File: config.mk
export PLATFORM = sky130hd
export DESIGN_NAME = sacf_lookup
export DESIGN_NICKNAME = d
export VERILOG_FILES = /design/src/sv/sacf_pkg.sv /design/src/sv/sacf_lookup.sv
export SDC_FILE = /design/constraint.sdc
export NUM_CORES = 1
export LEC_CHECK = 0
export ABC_AREA = 1
export BUFFER_PORTS_ARGS = -buffer_cell sky130_fd_sc_hd__clkbuf_2
export CORE_AREA = 3 3 40 42
export DETAILED_ROUTE_END_ITERATION = 10
export DIE_AREA = 0 0 43 45
export PLACE_DENSITY = 0.73
export SLEW_MARGIN = 20
export SYNTH_ARGS = -nofsm -noshare
export SYNTH_HDL_FRONTEND = slang
export SYNTH_SLANG_ARGS = --single-unit
File: constraint.sdc
create_clock -name vclk -period 1.25
set_input_delay 0.1875 -clock vclk [all_inputs]
set_output_delay 0.1875 -clock vclk [all_outputs]
set_load 0.05 [all_outputs]
File: src/sv/sacf_pkg.sv
package sacf_pkg;

  // fixed field widths
  localparam int ADDR_W    = 8;
  localparam int DATA_W    = 32;
  localparam int WAY_OUT_W = 2;

  // access codes
  localparam logic FUNC_READ  = 1'b0;
  localparam logic FUNC_WRITE = 1'b1;

  // lookup status between the way select logic and the top level
  typedef struct packed {
    logic hit;
    logic alloc;
    logic evict;
  } lookup_t;

endpackage

File: src/sv/sacf_lookup.sv
module sacf_lookup #(
  parameter int WAYS  = 4,
  parameter int TAG_W = 4,
  parameter int WAY_W = 2
) (
  input  logic [WAYS-1:0]            valid_row_i,
  input  logic [WAYS-1:0][TAG_W-1:0] tag_row_i,
  input  logic [TAG_W-1:0]           tag_i,
  input  logic [WAY_W-1:0]           fifo_head_i,
  output sacf_pkg::lookup_t          status_o,
  output logic [WAY_W-1:0]           way_o
);
  import sacf_pkg::*;

  logic             hit;
  logic             free;
  logic [WAY_W-1:0] hit_way;
  logic [WAY_W-1:0] free_way;

  // parallel tag compare, lowest matching way and lowest empty way win
  always_comb begin
    hit      = 1'b0;
    free     = 1'b0;
    hit_way  = '0;
    free_way = '0;
    for (int w = WAYS - 1; w >= 0; w--) begin
      if (valid_row_i[w] && (tag_row_i[w] == tag_i)) begin
        hit     = 1'b1;
        hit_way = WAY_W'(w);
      end
      if (!valid_row_i[w]) begin
        free     = 1'b1;
        free_way = WAY_W'(w);
      end
    end
  end

  // way choice: hit, else first empty way, else oldest way of the set
  always_comb begin
    status_o.hit   = hit;
    status_o.alloc = !hit && free;
    status_o.evict = !hit && !free;
    if (hit) begin
      way_o = hit_way;
    end else if (free) begin
      way_o = free_way;
    end else begin
      way_o = fifo_head_i;
    end
  end

endmodule

==> metrics.yaml, run 1 <==
timing:
  slew-limit-headroom_pct: 86.4
  worst_slack_ns: -0.0984
  rsz0062_at_grt: "yes"
  max_freq_mhz: 742
  fin_hold_ws_ns: 0.871
  hold_viol_final: 0
  fin_crit_ns: 1.35
  drv_slew: 0
  tightest_slew_ns: 0.202
  period_share_pct: 108
  final-setup-viol-count: 5
grt:
  grt_max_degree: 7
  grt_pass1_wl_mm: 2.28
  antenna_found_initial: 0
  grtUsageTotal_pct: 14.3
  grt_pass1_vias: 595
  overflow: 0
final_layout:
  drive_above_1_share_pct: 51.2
  fin_nets: 149
  design_area_um2: 766
  stdcell_count: 136
  seqCellArea_um2: 0
  nFillCells: 125
  most-common-layout-cells: "nand2_1, clkbuf_2, nand2_2, inv_1, nor2_1"
  nClkBuffers: 0
  syn2layout_area_growth_pct: 88.9
  multi_input_area_um2: 375
  antennaDiodeCount: 0
  final_common_cell: "nand2_1"
  design.seq.count: 0
placement:
  placed_area_um2: 582
  io_buffers: 31
  place_congestion: 0.795
  dp_slack_ns: -0.173
  dp_cells: 134
  dpl.hpwl_mm: 1.05
job:
  max_cap_violations: 0
floorplan:
  dieArea_um2: 1940
  die_width_um: 43
  rows: 13
  io_pins: 31
  chipHeight_um: 45
  core_area_um2: 1280
  start_util_pct: 31.5
synthesis:
  synthSimpleGateAreaFrac_pct: 65.1
  synthCells: 88
  synth_top_family_by_area: "simple AND/OR/NAND/NOR gates"
  synth_nets: 114
  synth_top_area_cell: "nand2_1"
  synth_mux_area_share_pct: 0
  synth.area.top_cells: "nand2_1, nor2_1, inv_1"
  synth_compound_area_share_pct: 7.72
  yosys.area.top_type_share_pct: 33.3
  synth_seq_area_share_pct: 0
  synth_fa_ha_area_share_pct: 0
  synth_cell_types: 14
  yosys_warnings: 0
  synthXorXnorAreaFrac_pct: 8.64
  syn_avg_cell_area_um2: 4.61
  synth_area_um2: 405
power:
  power-per-cell-area_nw_per_um2: 442
  leakage_nw: 0.444
  p_int_w: 0.000150
  pwr-share-comb_pct: 100.0
  swShare_pct: 55.6
  p_sw_w: 0.000188
  clkPwrFrac_pct: 0
  vdd_ir_drop_max_uv: 147
  power_frac_seq_pct: 0
worst_setup_path:
  endpoint_kind: "primary output"
  worstPathMaxFanout: 5
  start_kind: "primary input"
  worstSetupPathType: "primary input to primary output"
  arrival_ns: 1.16
  cp_data_required_time_ns: 1.06
drt:
  vias: 612
  post_drt_via_cell_ratio: 4.50
  wirelength_mm: 1.39
  first_pass_iters: 4
  drt_iter0_markers: 5
  wl_per_cell_um: 10.2
  ant_nets: 0
  drc: 0
worst_hold_path:
  min_from: "fifo_head_i[1]"
  hold_end: "way_o[1]"
  hp-class: "primary input to primary output"
  whs_path_depth: 6
status:
  failed_checks: "setup timing"
  status: "complete, but fails checks"
## worst max-delay path by stage
stage / cells past startpoint / to / startpoint / slack (ns)
6_report: 11 / status_o[1] / tag_i[0] / -0.1
5_1_grt: 11 / status_o[1] / tag_i[0] / -0.18
4_1_cts: 11 / status_o[0] / tag_i[3] / -0.09
3_5_place_dp: 11 / status_o[1] / tag_i[0] / -0.17
3_3_place_gp: 11 / status_o[0] / tag_i[0] / -0.18
2_1_floorplan: 7 / status_o[0] / tag_i[2] / -0.13
## layout make-up
type	instances	share of cell area (%)
Timing Repair Buffer	35	36.8
Multi-Input combinational cell	70	49.0
Tap cell	15	2.45
Inverter	16	11.8
## what timing repair did
| action | 4_1_cts | 5_1_grt |
|---|---|---|
| buffers inserted | 2 | 0 |
| hold buffers | 0 | 0 |
| pin swaps | 6 | 18 |
| resized for setup | 21 | 27 |
| endpoints found under the setup margin | 5 | 5 |
## cell usage after synthesis
cell type / n
o21ai_1: 1
nand2_2: 2
nand3_1: 2
inv_2: 4
o21bai_1: 1
a22o_1: 1
nand2_1: 36
buf_4: 2
nor2_2: 6
inv_1: 12
nor2_1: 13
o21ai_0: 2
nand3_2: 2
xnor2_1: 4
## metal layers
metal,up-vias,wire (um),GRT usage [%]
met5,-,0,0
met4,0,10,2.41
met3,2,65,0
met2,22,803,29.3
met1,263,508,16.7
li1,325,-,-
## critical path: stages
cell and delay [ns]:
clkbuf_16 0.13, clkinv_8 0.05, nand2_2 0.04, nand2_1 0.07, nor2_2 0.04, nand3_1 0.08, nand2_2 0.08, nor2_4 0.14
inv_4 0.06, nor2_4 0.11, buf_8 0.15
## power groups by stage
stage / clock (W) / sequential, W / combinational [W]
6_report: 0 / 0 / 0.000339
5_1_grt: 0 / 0 / 0.000367
4_1_cts: 0 / 0 / 0.000296
3_5_place_dp: 0 / 0 / 0.000248
3_3_place_gp: 0 / 0 / 0.000246
2_1_floorplan: 0 / 0 / 0.000172
## cells by family after synthesis
logic type	count (synthesis)
simple gates	61
xor+xnor	4
buf+inv	18
compound gates	5
## per-stage QoR
stage | util, % | power (W) | setup TNS, ns
6_report | 59.6 | 0.000339 | -0.357
3_5_place_dp | 45.3 | 0.000248 | -0.718
3_3_place_gp | 45.3 | 0.000246 | -0.741
5_1_grt | 59.6 | 0.000367 | -0.788
2_1_floorplan | - | 0.000172 | -0.264
4_1_cts | 54.3 | 0.000296 | -0.255
Power figures use the tool's default switching activity.
==> run 2: changes to the inputs <==
- CELL_PAD_IN_SITES_DETAIL_PLACEMENT: default -> 1
- CELL_PAD_IN_SITES_GLOBAL_PLACEMENT: default -> 2
- CORE_AREA: 3 3 40 42 -> default
- CORE_MARGIN: default -> 3
- CORE_UTILIZATION: default -> 18
- DIE_AREA: 0 0 43 45 -> default
- PLACE_DENSITY: 0.73 -> 0.95
- clock period: 1.25 -> 1.7 ns (I/O delays scaled with it)
==> metrics.yaml, run 2 (synthesized netlist as in run 1, its figures left out) <==
drt:
  wirelength_mm: 1.45
  ant_nets: 0
  post_drt_via_cell_ratio: 4.09
  vias: 589
  drc: 0
  wl_per_cell_um: 10.1
  drt_iter0_markers: 0
  first_pass_iters: 1
timing:
  final-setup-viol-count: 0
  max_freq_mhz: 641
  fin_crit_ns: 1.56
  hold_viol_final: 0
  rsz0062_at_grt: "no"
  period_share_pct: 91.8
  drv_slew: 0
  fin_setup_tns_ns: 0
  slew-limit-headroom_pct: 81.8
  tightest_slew_ns: 0.274
grt:
  grt_max_degree: 7
  grt_pass1_wl_mm: 2.48
  grtUsageTotal_pct: 11.2
  overflow: 0
  antenna_found_initial: 0
  grt_pass1_vias: 609
worst_setup_path:
  worstSetupPathType: "primary input to primary output"
  start_kind: "primary input"
  cp_data_required_time_ns: 1.44
  cp.depth: 11
  slowest_delay_ns: 0.20
  crit_chain: "clkbuf_2 -> inv_2 -> nand2_1 -> nand2_1 -> nor2_2 -> nand3_2 -> nand2_2 -> nor2_2 -> inv_2 -> nor2_2 -> buf_4"
  arrival_ns: 1.31
  endpoint_kind: "primary output"
  critPathMostFrequentCell: "nor2_2"
  worstPathMaxFanout: 5
  timing.critical_path.buf_inv: 4
  crit_slowest_cell: "buf_4"
  path_delay_family: "simple AND/OR/NAND/NOR gates"
final_layout:
  fin_nets: 145
  seqCellArea_um2: 0
  syn2layout_area_growth_pct: 44.8
  design.seq.count: 0
  final_common_cell: "nand2_1"
  final_util_pct: 28.7
  design_area_um2: 587
  nClkBuffers: 0
  drive_above_1_share_pct: 38.5
  antennaDiodeCount: 0
  most-common-layout-cells: "nand2_1, clkbuf_2, nor2_1, inv_1, nor2_2"
floorplan:
  die_width_um: 53.5
  rows: 16
  start_util_pct: 19.9
  dieArea_um2: 2860
  core_area_um2: 2040
  io_pins: 31
  chipHeight_um: 53.5
worst_hold_path:
  whs_path_depth: 5
  min_from: "fifo_head_i[0]"
  hold_end: "way_o[0]"
  hp-class: "primary input to primary output"
power:
  leakage_nw: 0.385
  vdd_ir_drop_max_uv: 130
  power-per-cell-area_nw_per_um2: 320
placement:
  io_buffers: 31
  dpl.hpwl_mm: 1.37
  place_congestion: 0.807
  placed_area_um2: 579
clocking:
  cts_resized: 0
  holdBufCountCts: 0
  postCtsSetupBuffers: 0
status:
  status: "completed"
job:
  max_cap_violations: 0
run 2: layout make-up:
| class | count | area, um^2 |
|---|---|---|
| repair buffers | 31 | 163 |
| multi-input cells | 70 | 330 |
| inverters | 16 | 60.1 |
| fillers | 304 | 1460 |
| well taps | 27 | 33.8 |
run 2: worst max path at each step:
| stage | start | end | slack, ns |
|---|---|---|---|
| finish | tag_i[0] | status_o[0] | 0.14 |
| global route | tag_i[0] | status_o[0] | 0.006 |
| CTS | tag_i[0] | status_o[0] | 0.03 |
| detailed placement | tag_i[0] | status_o[0] | 0.03 |
| global placement | tag_i[0] | status_o[0] | 0.10 |
| floorplan | tag_i[2] | status_o[0] | 0.18 |
run 2: through the flow:
stage               hold slack, ns  setup slack (ns)  instances  power, W
floorplan                    0.792             0.183         88  0.000125
detailed placement            1.09            0.0332        144  0.000185
CTS                           1.09            0.0311        144  0.000186
global route                  1.06           0.00593        144  0.000211
finish                        1.01             0.140        144  0.000188
global placement              1.08             0.102        144  0.000181
run 2: power breakdown:
group / internal [W] / switching, W
Sequential: 0 / 0
Clock: 0 / 0
Combinational: 0.0000673 / 0.000121
Total: 0.0000673 / 0.000121
run 2: metal layers:
metal / up-vias / global-route usage, % / wire length (um) / part of all wire (%)
met1: 258 / 13.5 / 642 / 44
met5: - / 0 / 0 / 0
met4: 0 / 0.851 / 0 / 0
li1: 314 / - / - / -
met3: 0 / 0.563 / 63 / 4.3
met2: 17 / 21.8 / 749 / 52
